**src/hdl/dqs_pkg.sv**
```systemverilog
// Shared types and codes for the integer deque with search.
package dqs_pkg;

	localparam int DEPTH_DEF = 64;

	localparam logic [2:0] OP_PUSH_FRONT = 3'd0;
	localparam logic [2:0] OP_PUSH_BACK  = 3'd1;
	localparam logic [2:0] OP_POP_FRONT  = 3'd2;
	localparam logic [2:0] OP_POP_BACK   = 3'd3;
	localparam logic [2:0] OP_SEARCH     = 3'd4;

	localparam logic [1:0] ST_OK    = 2'd0;
	localparam logic [1:0] ST_EMPTY = 2'd1;
	localparam logic [1:0] ST_FULL  = 2'd2;

	typedef struct packed {
		logic [2:0]         op;
		logic signed [31:0] value;
	} dqs_req_t;

	typedef struct packed {
		logic signed [31:0] popped_value;
		logic               found;
		logic [1:0]         status;
		logic [6:0]         entry_count;
		logic signed [31:0] first_value;
		logic signed [31:0] last_value;
	} dqs_rsp_t;

endpackage

```
**src/hdl/integer_deque_with_search.sv**
```systemverilog
// Bounded deque of signed 32-bit values in one synchronous RAM, with membership search.
// The result beat is registered at the accepting edge for a push, a dropped push, an empty
// or emptying pop, an empty search or an unused code; other pops pass through S_RDF or S_RDB
// first, as the new end value comes through the RAM read port. A search makes one RAM read per
// stored entry, stopping at the first match. Busy holds the next item off until the edge that
// takes the result. Reset clears head and count, not the RAM; no result stalls.
module integer_deque_with_search
	import dqs_pkg::*;
#(
	parameter int DEPTH = DEPTH_DEF
) (
	input  logic     clk,
	input  logic     arst_n,
	input  logic     start,
	output logic     busy,
	input  dqs_req_t req,
	output logic     done,
	output dqs_rsp_t rsp
);

	localparam int PTR_W = (DEPTH > 1) ? $clog2(DEPTH) : 1;
	localparam int CNT_W = $clog2(DEPTH + 1);
	localparam logic [PTR_W:0]   DEPTH_X  = (PTR_W + 1)'(DEPTH);
	localparam logic [PTR_W-1:0] LAST_PTR = PTR_W'(DEPTH - 1);
	localparam logic [CNT_W-1:0] FULL_CNT = CNT_W'(DEPTH);

	localparam logic [1:0] S_IDLE = 2'd0;
	localparam logic [1:0] S_RDF  = 2'd1;
	localparam logic [1:0] S_RDB  = 2'd2;
	localparam logic [1:0] S_SRCH = 2'd3;

	function automatic logic [PTR_W-1:0] add_wrap(input logic [PTR_W-1:0] a,
		input logic [PTR_W-1:0] b);
		logic [PTR_W:0] sum;
		sum = {1'b0, a} + {1'b0, b};
		if (sum >= DEPTH_X) begin
			sum = sum - DEPTH_X;
		end
		return sum[PTR_W-1:0];
	endfunction

	logic [31:0] mem [DEPTH];

	logic [1:0]       state_q, state_d;
	logic [PTR_W-1:0] head_q, head_d;
	logic [CNT_W-1:0] count_q, count_d;
	logic [31:0]      first_q, first_d;
	logic [31:0]      last_q, last_d;
	logic [31:0]      popped_q, popped_d;
	logic [31:0]      key_q, key_d;
	logic [PTR_W-1:0] addr_q, addr_d;
	logic [CNT_W-1:0] iss_q, iss_d;
	logic             rv_q, rv_d;
	logic [31:0]      rd_data_q;

	logic             emit;
	logic             found_d;
	logic [1:0]       status_d;
	logic             mem_we, mem_re;
	logic [PTR_W-1:0] waddr, raddr;
	logic [31:0]      wdata;
	logic [CNT_W-1:0] cnt_dec;
	logic [31:0]      cnt_ext;

	assign busy = (state_q != S_IDLE);
	assign cnt_dec = count_q - CNT_W'(1);
	assign cnt_ext = 32'(count_d);

	always_comb begin
		state_d  = state_q;
		head_d   = head_q;
		count_d  = count_q;
		first_d  = first_q;
		last_d   = last_q;
		popped_d = popped_q;
		key_d    = key_q;
		addr_d   = addr_q;
		iss_d    = iss_q;
		rv_d     = 1'b0;
		emit     = 1'b0;
		found_d  = 1'b0;
		status_d = ST_OK;
		mem_we   = 1'b0;
		mem_re   = 1'b0;
		waddr    = head_q;
		raddr    = head_q;
		wdata    = req.value;
		case (state_q)
			S_IDLE: begin
				popped_d = '0;
				if (start) begin
					emit = 1'b1;
					case (req.op)
						OP_PUSH_FRONT, OP_PUSH_BACK: begin
							if (count_q == FULL_CNT) begin
								status_d = ST_FULL;
							end else begin
								mem_we  = 1'b1;
								count_d = count_q + CNT_W'(1);
								if (req.op == OP_PUSH_FRONT) begin
									waddr   = (head_q == '0) ? LAST_PTR : head_q - PTR_W'(1);
									head_d  = waddr;
									first_d = req.value;
									if (count_q == '0) begin
										last_d = req.value;
									end
								end else begin
									waddr  = add_wrap(head_q, count_q[PTR_W-1:0]);
									last_d = req.value;
									if (count_q == '0) begin
										first_d = req.value;
									end
								end
							end
						end
						OP_POP_FRONT, OP_POP_BACK: begin
							if (count_q == '0) begin
								status_d = ST_EMPTY;
							end else begin
								count_d = cnt_dec;
								if (req.op == OP_POP_FRONT) begin
									popped_d = first_q;
									head_d   = (head_q == LAST_PTR) ? '0 : head_q + PTR_W'(1);
									raddr    = head_d;
								end else begin
									popped_d = last_q;
									raddr    = add_wrap(head_q, cnt_dec[PTR_W-1:0] - PTR_W'(1));
								end
								// fetch the new end entry, then report
								if (cnt_dec != '0) begin
									emit    = 1'b0;
									mem_re  = 1'b1;
									state_d = (req.op == OP_POP_FRONT) ? S_RDF : S_RDB;
								end
							end
						end
						OP_SEARCH: begin
							if (count_q != '0) begin
								emit    = 1'b0;
								key_d   = req.value;
								addr_d  = head_q;
								iss_d   = '0;
								state_d = S_SRCH;
							end
						end
						default: begin
						end
					endcase
				end
			end
			S_RDF: begin
				first_d = rd_data_q;
				emit    = 1'b1;
				state_d = S_IDLE;
			end
			S_RDB: begin
				last_d  = rd_data_q;
				emit    = 1'b1;
				state_d = S_IDLE;
			end
			S_SRCH: begin
				popped_d = '0;
				raddr    = addr_q;
				if (iss_q != count_q) begin
					mem_re = 1'b1;
					rv_d   = 1'b1;
					addr_d = (addr_q == LAST_PTR) ? '0 : addr_q + PTR_W'(1);
					iss_d  = iss_q + CNT_W'(1);
				end
				if (rv_q && rd_data_q == key_q) begin
					found_d = 1'b1;
					emit    = 1'b1;
					state_d = S_IDLE;
				end else if (iss_q == count_q && !rv_q) begin
					emit    = 1'b1;
					state_d = S_IDLE;
				end
			end
			default: begin
				state_d = S_IDLE;
			end
		endcase
	end

	always_ff @(posedge clk or negedge arst_n) begin
		if (!arst_n) begin
			state_q <= S_IDLE;
			head_q  <= '0;
			count_q <= '0;
			rv_q    <= 1'b0;
			iss_q   <= '0;
			done    <= 1'b0;
		end else begin
			state_q <= state_d;
			head_q  <= head_d;
			count_q <= count_d;
			rv_q    <= rv_d;
			iss_q   <= iss_d;
			done    <= emit;
		end
	end

	always_ff @(posedge clk) begin
		first_q  <= first_d;
		last_q   <= last_d;
		popped_q <= popped_d;
		key_q    <= key_d;
		addr_q   <= addr_d;
		if (emit) begin
			rsp.popped_value <= popped_d;
			rsp.found        <= found_d;
			rsp.status       <= status_d;
			rsp.entry_count  <= cnt_ext[6:0];
			rsp.first_value  <= (count_d == '0) ? '0 : first_d;
			rsp.last_value   <= (count_d == '0) ? '0 : last_d;
		end
	end

	// value store: one write port, one registered read port
	always_ff @(posedge clk) begin
		if (mem_we) begin
			mem[waddr] <= wdata;
		end
		if (mem_re) begin
			rd_data_q <= mem[raddr];
		end
	end

endmodule
```
**config.mk**
```make
export PLATFORM = sky130hd
export DESIGN_NAME = integer_deque_with_search
export DESIGN_NICKNAME = d
export VERILOG_FILES = /design/src/hdl/dqs_pkg.sv /design/src/hdl/integer_deque_with_search.sv
export SDC_FILE = /design/constraint.sdc
export NUM_CORES = 2
export LEC_CHECK = 0
export BUFFER_PORTS_ARGS = -buffer_cell sky130_fd_sc_hd__buf_2
export CAP_MARGIN = 40
export CORE_UTILIZATION = 45
export DETAILED_ROUTE_END_ITERATION = 8
export SKIP_CTS_REPAIR_TIMING = 1
export SYNTH_ARGS = -nofsm -noshare
export SYNTH_HDL_FRONTEND = slang
export SYNTH_SLANG_ARGS = --single-unit
```
**constraint.sdc**
```tcl
create_clock -name clk -period 18.2 [get_ports clk]
set_input_delay 3.64 -clock clk [delete_from_list [all_inputs] [get_ports clk]]
set_output_delay 3.64 -clock clk [all_outputs]
set_load 0.02 [all_outputs]
```
==> flow_metrics.env <==
export IMPL_status="finished, final reports clean"
export IMPL_wl_per_cell_microns=31.6
export IMPL_h_tree_depth=4
export IMPL_synth_top_cell_area_share_pct=69.7
export IMPL_synth_top_cell_by_area="edfxtp_1"
export IMPL_vdd_ir_drop_max_uv=256
export IMPL_cts_sinks=2344
export IMPL_leakagePower_nw=33.3
export IMPL_core_rowCount=169
export IMPL_max_freq_mhz=113
export IMPL_cts_buffers_inserted=228
export IMPL_drt_wl_total_mm=313
export IMPL_worstMarginPinSlew_ns=1.06
export IMPL_yosysUniqueCellTypes=85
export IMPL_hold_path_endpoint="popped_q[21]$_DFF_P_"
export IMPL_required_ns=18.95
export IMPL_worst_r2r_endpoint="rd_data_q[15]$_DFFE_PP_"
export IMPL_grt_pass1_vias=61777
export IMPL_die_y_microns=463
export IMPL_finalHoldViolations=0
export IMPL_postPlaceCellArea_sq_um=100000
export IMPL_netlist_instances=6859
export IMPL_holdPathStages=2
export IMPL_cts_tree="done"
export IMPL_fin_nets=6919
export IMPL_layout_drive_gt1_share_pct=14.9
export IMPL_utilization_pct=50.7
export IMPL_die_w_microns=463
export IMPL_finalCritPeriodShare_pct=48.6
export IMPL_num_io_pins=146
export IMPL_synth_edf_count=2224
export IMPL_gp_congestion=0.875
export IMPL_layout_common_cells="2224 x edfxtp_1, 1279 x nand3_1, 809 x o21ai_0"
export IMPL_cap_violations=0
export IMPL_die_area_sq_um=215000
export IMPL_endpoint_kind="flop"
export IMPL_hp_start="popped_q[21]$_DFF_P_"
export IMPL_clockPowerShare_pct=22.0
export IMPL_holdCritPathClass="reg -> reg"
export IMPL_dp_hpwl_mm=169
export IMPL_startpoint_type="input pin"
export IMPL_finalClockSkew_ns=0.0341
export IMPL_power_frac_seq_pct=33.0
export IMPL_core_sq_um=212000
export IMPL_rsz0062_at_grt="no"
export IMPL_clockBufferDepth=3
export IMPL_internal_power_mw=11.4
export IMPL_r2r_start="count_q[1]$_DFF_PN0_"
export IMPL_groute_usage_overall_pct=28.4
export IMPL_avgSynthCellArea_sq_um=14.0
export IMPL_fin_cells=9880
export IMPL_area_growth_pct=12.1
export IMPL_overflow=0
export IMPL_power_mw=20.2
export IMPL_setup_tns_final_ns=0
export IMPL_viasPerCell=6.61
export IMPL_path_max_fanout=141
export IMPL_finalSetupViolCount=0
export IMPL_drt_iter0_drc=9764
export IMPL_final_common_cell="edfxtp_1"
export IMPL_async_reset_ff_share_pct=1.02
export IMPL_grt_pass1_wl_mm=448
export IMPL_syn_num_nets=6924
export IMPL_grt_max_degree=184
export IMPL_min_period_ns=8.84
export IMPL_synth_seq_cells=2344
export IMPL_synth_warnings=0
export IMPL_slew_headroom_pct=29.2
export IMPL_io_buffers=145
export IMPL_final_area_sq_um=107000
export IMPL_ys_seq_area_share_pct=72.3
export IMPL_path_clk_slew_ns=0.07
export IMPL_p_comb_share_pct=44.9
export IMPL_arrival_ns=9.58
export IMPL_ff2ff_setup_slack_ns=11.37
export IMPL_ant_nets=0
export IMPL_cts_root_buf="clkbuf_16"
export IMPL_vias=65330
export IMPL_dp_cells=9443
export IMPL_synth_top_flop_cell="edfxtp_1"
export IMPL_syn_cell_area_sq_um=95800
export IMPL_slew_viol_final=0
export IMPL_netSwitchingFraction_pct=43.3
export IMPL_critPathKind="in -> reg"
export IMPL_drc_errors=0
export IMPL_switching_power_mw=8.72
export IMPL_reg2reg_depth=14
export IMPL_p_per_area_nw_per_um2=188
export IMPL_antenna_found_initial=28
export IMPL_initial_utilization_pct=45.2
export IMPL_drtPass1Iterations=6
export IMPL_synth_area_leaders="edfxtp_1 70%, nand3_1 6.7%, o21ai_0 4.2%, mux2_2 2.7%, o2111ai_1 2.3%"
export IMPL_clk_latency_ns=0.88
==> power groups by stage <==
stage	Sequential (mW)	Clock [mW]	Combinational [mW]
global route	6.68	4.69	9.46
CTS	6.65	4.49	8.88
global placement	6.76	0	8.63
floorplan	6.84	0	5.10
detailed placement	6.76	0	8.86
finish	6.66	4.45	9.06
==> cell families after synthesis <==
| kind of cell | Yosys count | share of synthesized area (%) |
|---|---|---|
| flops | 2344 | 72.3 |
| simple gates | 1963 | 10.5 |
| compound gates | 1528 | 10.2 |
| buf+inv | 662 | 2.77 |
| mux | 267 | 3.13 |
| xor+xnor | 68 | 0.650 |
| fa+ha+maj | 27 | 0.368 |
==> worst max-delay path, stage by stage <==
cell and delay [ns]:
buf_2 0.28, nor2b_1 0.61, o21ai_2 0.23, o31ai_4 0.29, buf_4 0.66, buf_12 0.60
buf_4 0.76, buf_4 0.81, nand3_1 0.17, nand3_1 0.13, o2111ai_1 0.18, o22ai_1 0.76
or4_1 0.22
==> routing by layer <==
metal / wire [microns] / vias up / GRT usage (%)
li1: - / 27327 / -
met1: 127000 / 33320 / 40.9
met2: 141000 / 4121 / 43.0
met3: 34900 / 548 / 5.63
met4: 10300 / 14 / 9.51
met5: 87 / - / 0
==> through the flow <==
step / hold slack, ns / setup WS, ns
4_1_cts: 0.477 / 9.63
3_3_place_gp: 0.450 / 8.55
6_report: 0.478 / 9.36
5_1_grt: 0.498 / 9.29
3_5_place_dp: 0.460 / 8.71
2_1_floorplan: 0.427 / 8.20
==> sequential cells by signal (all words and copies together), names as in the netlist <==
register,flops
rsp,106
done,1
key_q,32
last_q,32
addr_q,6
rd_data_q,32
first_q,32
rv_q,1
count_q,7
mem,2048
popped_q,32
state_q,2
iss_q,7
head_q,6
==> synth_stat cells (4+ instances only) <==
library cell	instances
o21ai_0	809
or4_1	35
a221o_1	65
a2111o_1	4
dfxtp_1	96
and3_1	16
buf_2	87
nand3_1	1287
nand2_1	203
o2111ai_1	252
a22oi_1	7
a211oi_1	10
o21a_1	4
mux2_2	228
inv_1	20
or3_1	4
edfxtp_1	2224
nand2b_1	6
nor3_1	75
mux2i_1	13
o22ai_1	159
buf_1	29
buf_6	6
nor2_1	39
a22o_1	4
and2_1	8
nand4_1	264
ha_1	25
xnor2_1	47
dfrtp_1	24
mux2_1	25
xor2_1	19
o211ai_1	4
clkbuf_1	515
o41a_1	64
o2bb2ai_1	4
a21oi_1	99
nor4_1	6
==> how the worst max path moves through the flow <==
stage | start | end | slack [ns] | cells past startpoint
4_1_cts | req[33] | rd_data_q[15]$_DFFE_PP_ | 9.63 | 14
3_5_place_dp | req[33] | rd_data_q[15]$_DFFE_PP_ | 8.71 | 14
3_3_place_gp | req[33] | rd_data_q[15]$_DFFE_PP_ | 8.55 | 12
2_1_floorplan | req[33] | done$_DFF_PN0_ | 8.20 | 5
5_1_grt | req[33] | rd_data_q[5]$_DFFE_PP_ | 9.29 | 13
6_report | req[33] | rd_data_q[5]$_DFFE_PP_ | 9.36 | 13
==> final cells by class <==
type | count | area (sq um)
diodes | 18 | 45.0
clock buffers | 297 | 6040
clock inverters | 120 | 845
fillers | 17815 | 104000
inverters | 21 | 78.8
multi-input cells | 3853 | 24400
flip-flops and latches | 2344 | 69300
well taps | 2821 | 3530
repair buffers | 406 | 3170
Power figures use the tool's default switching activity.
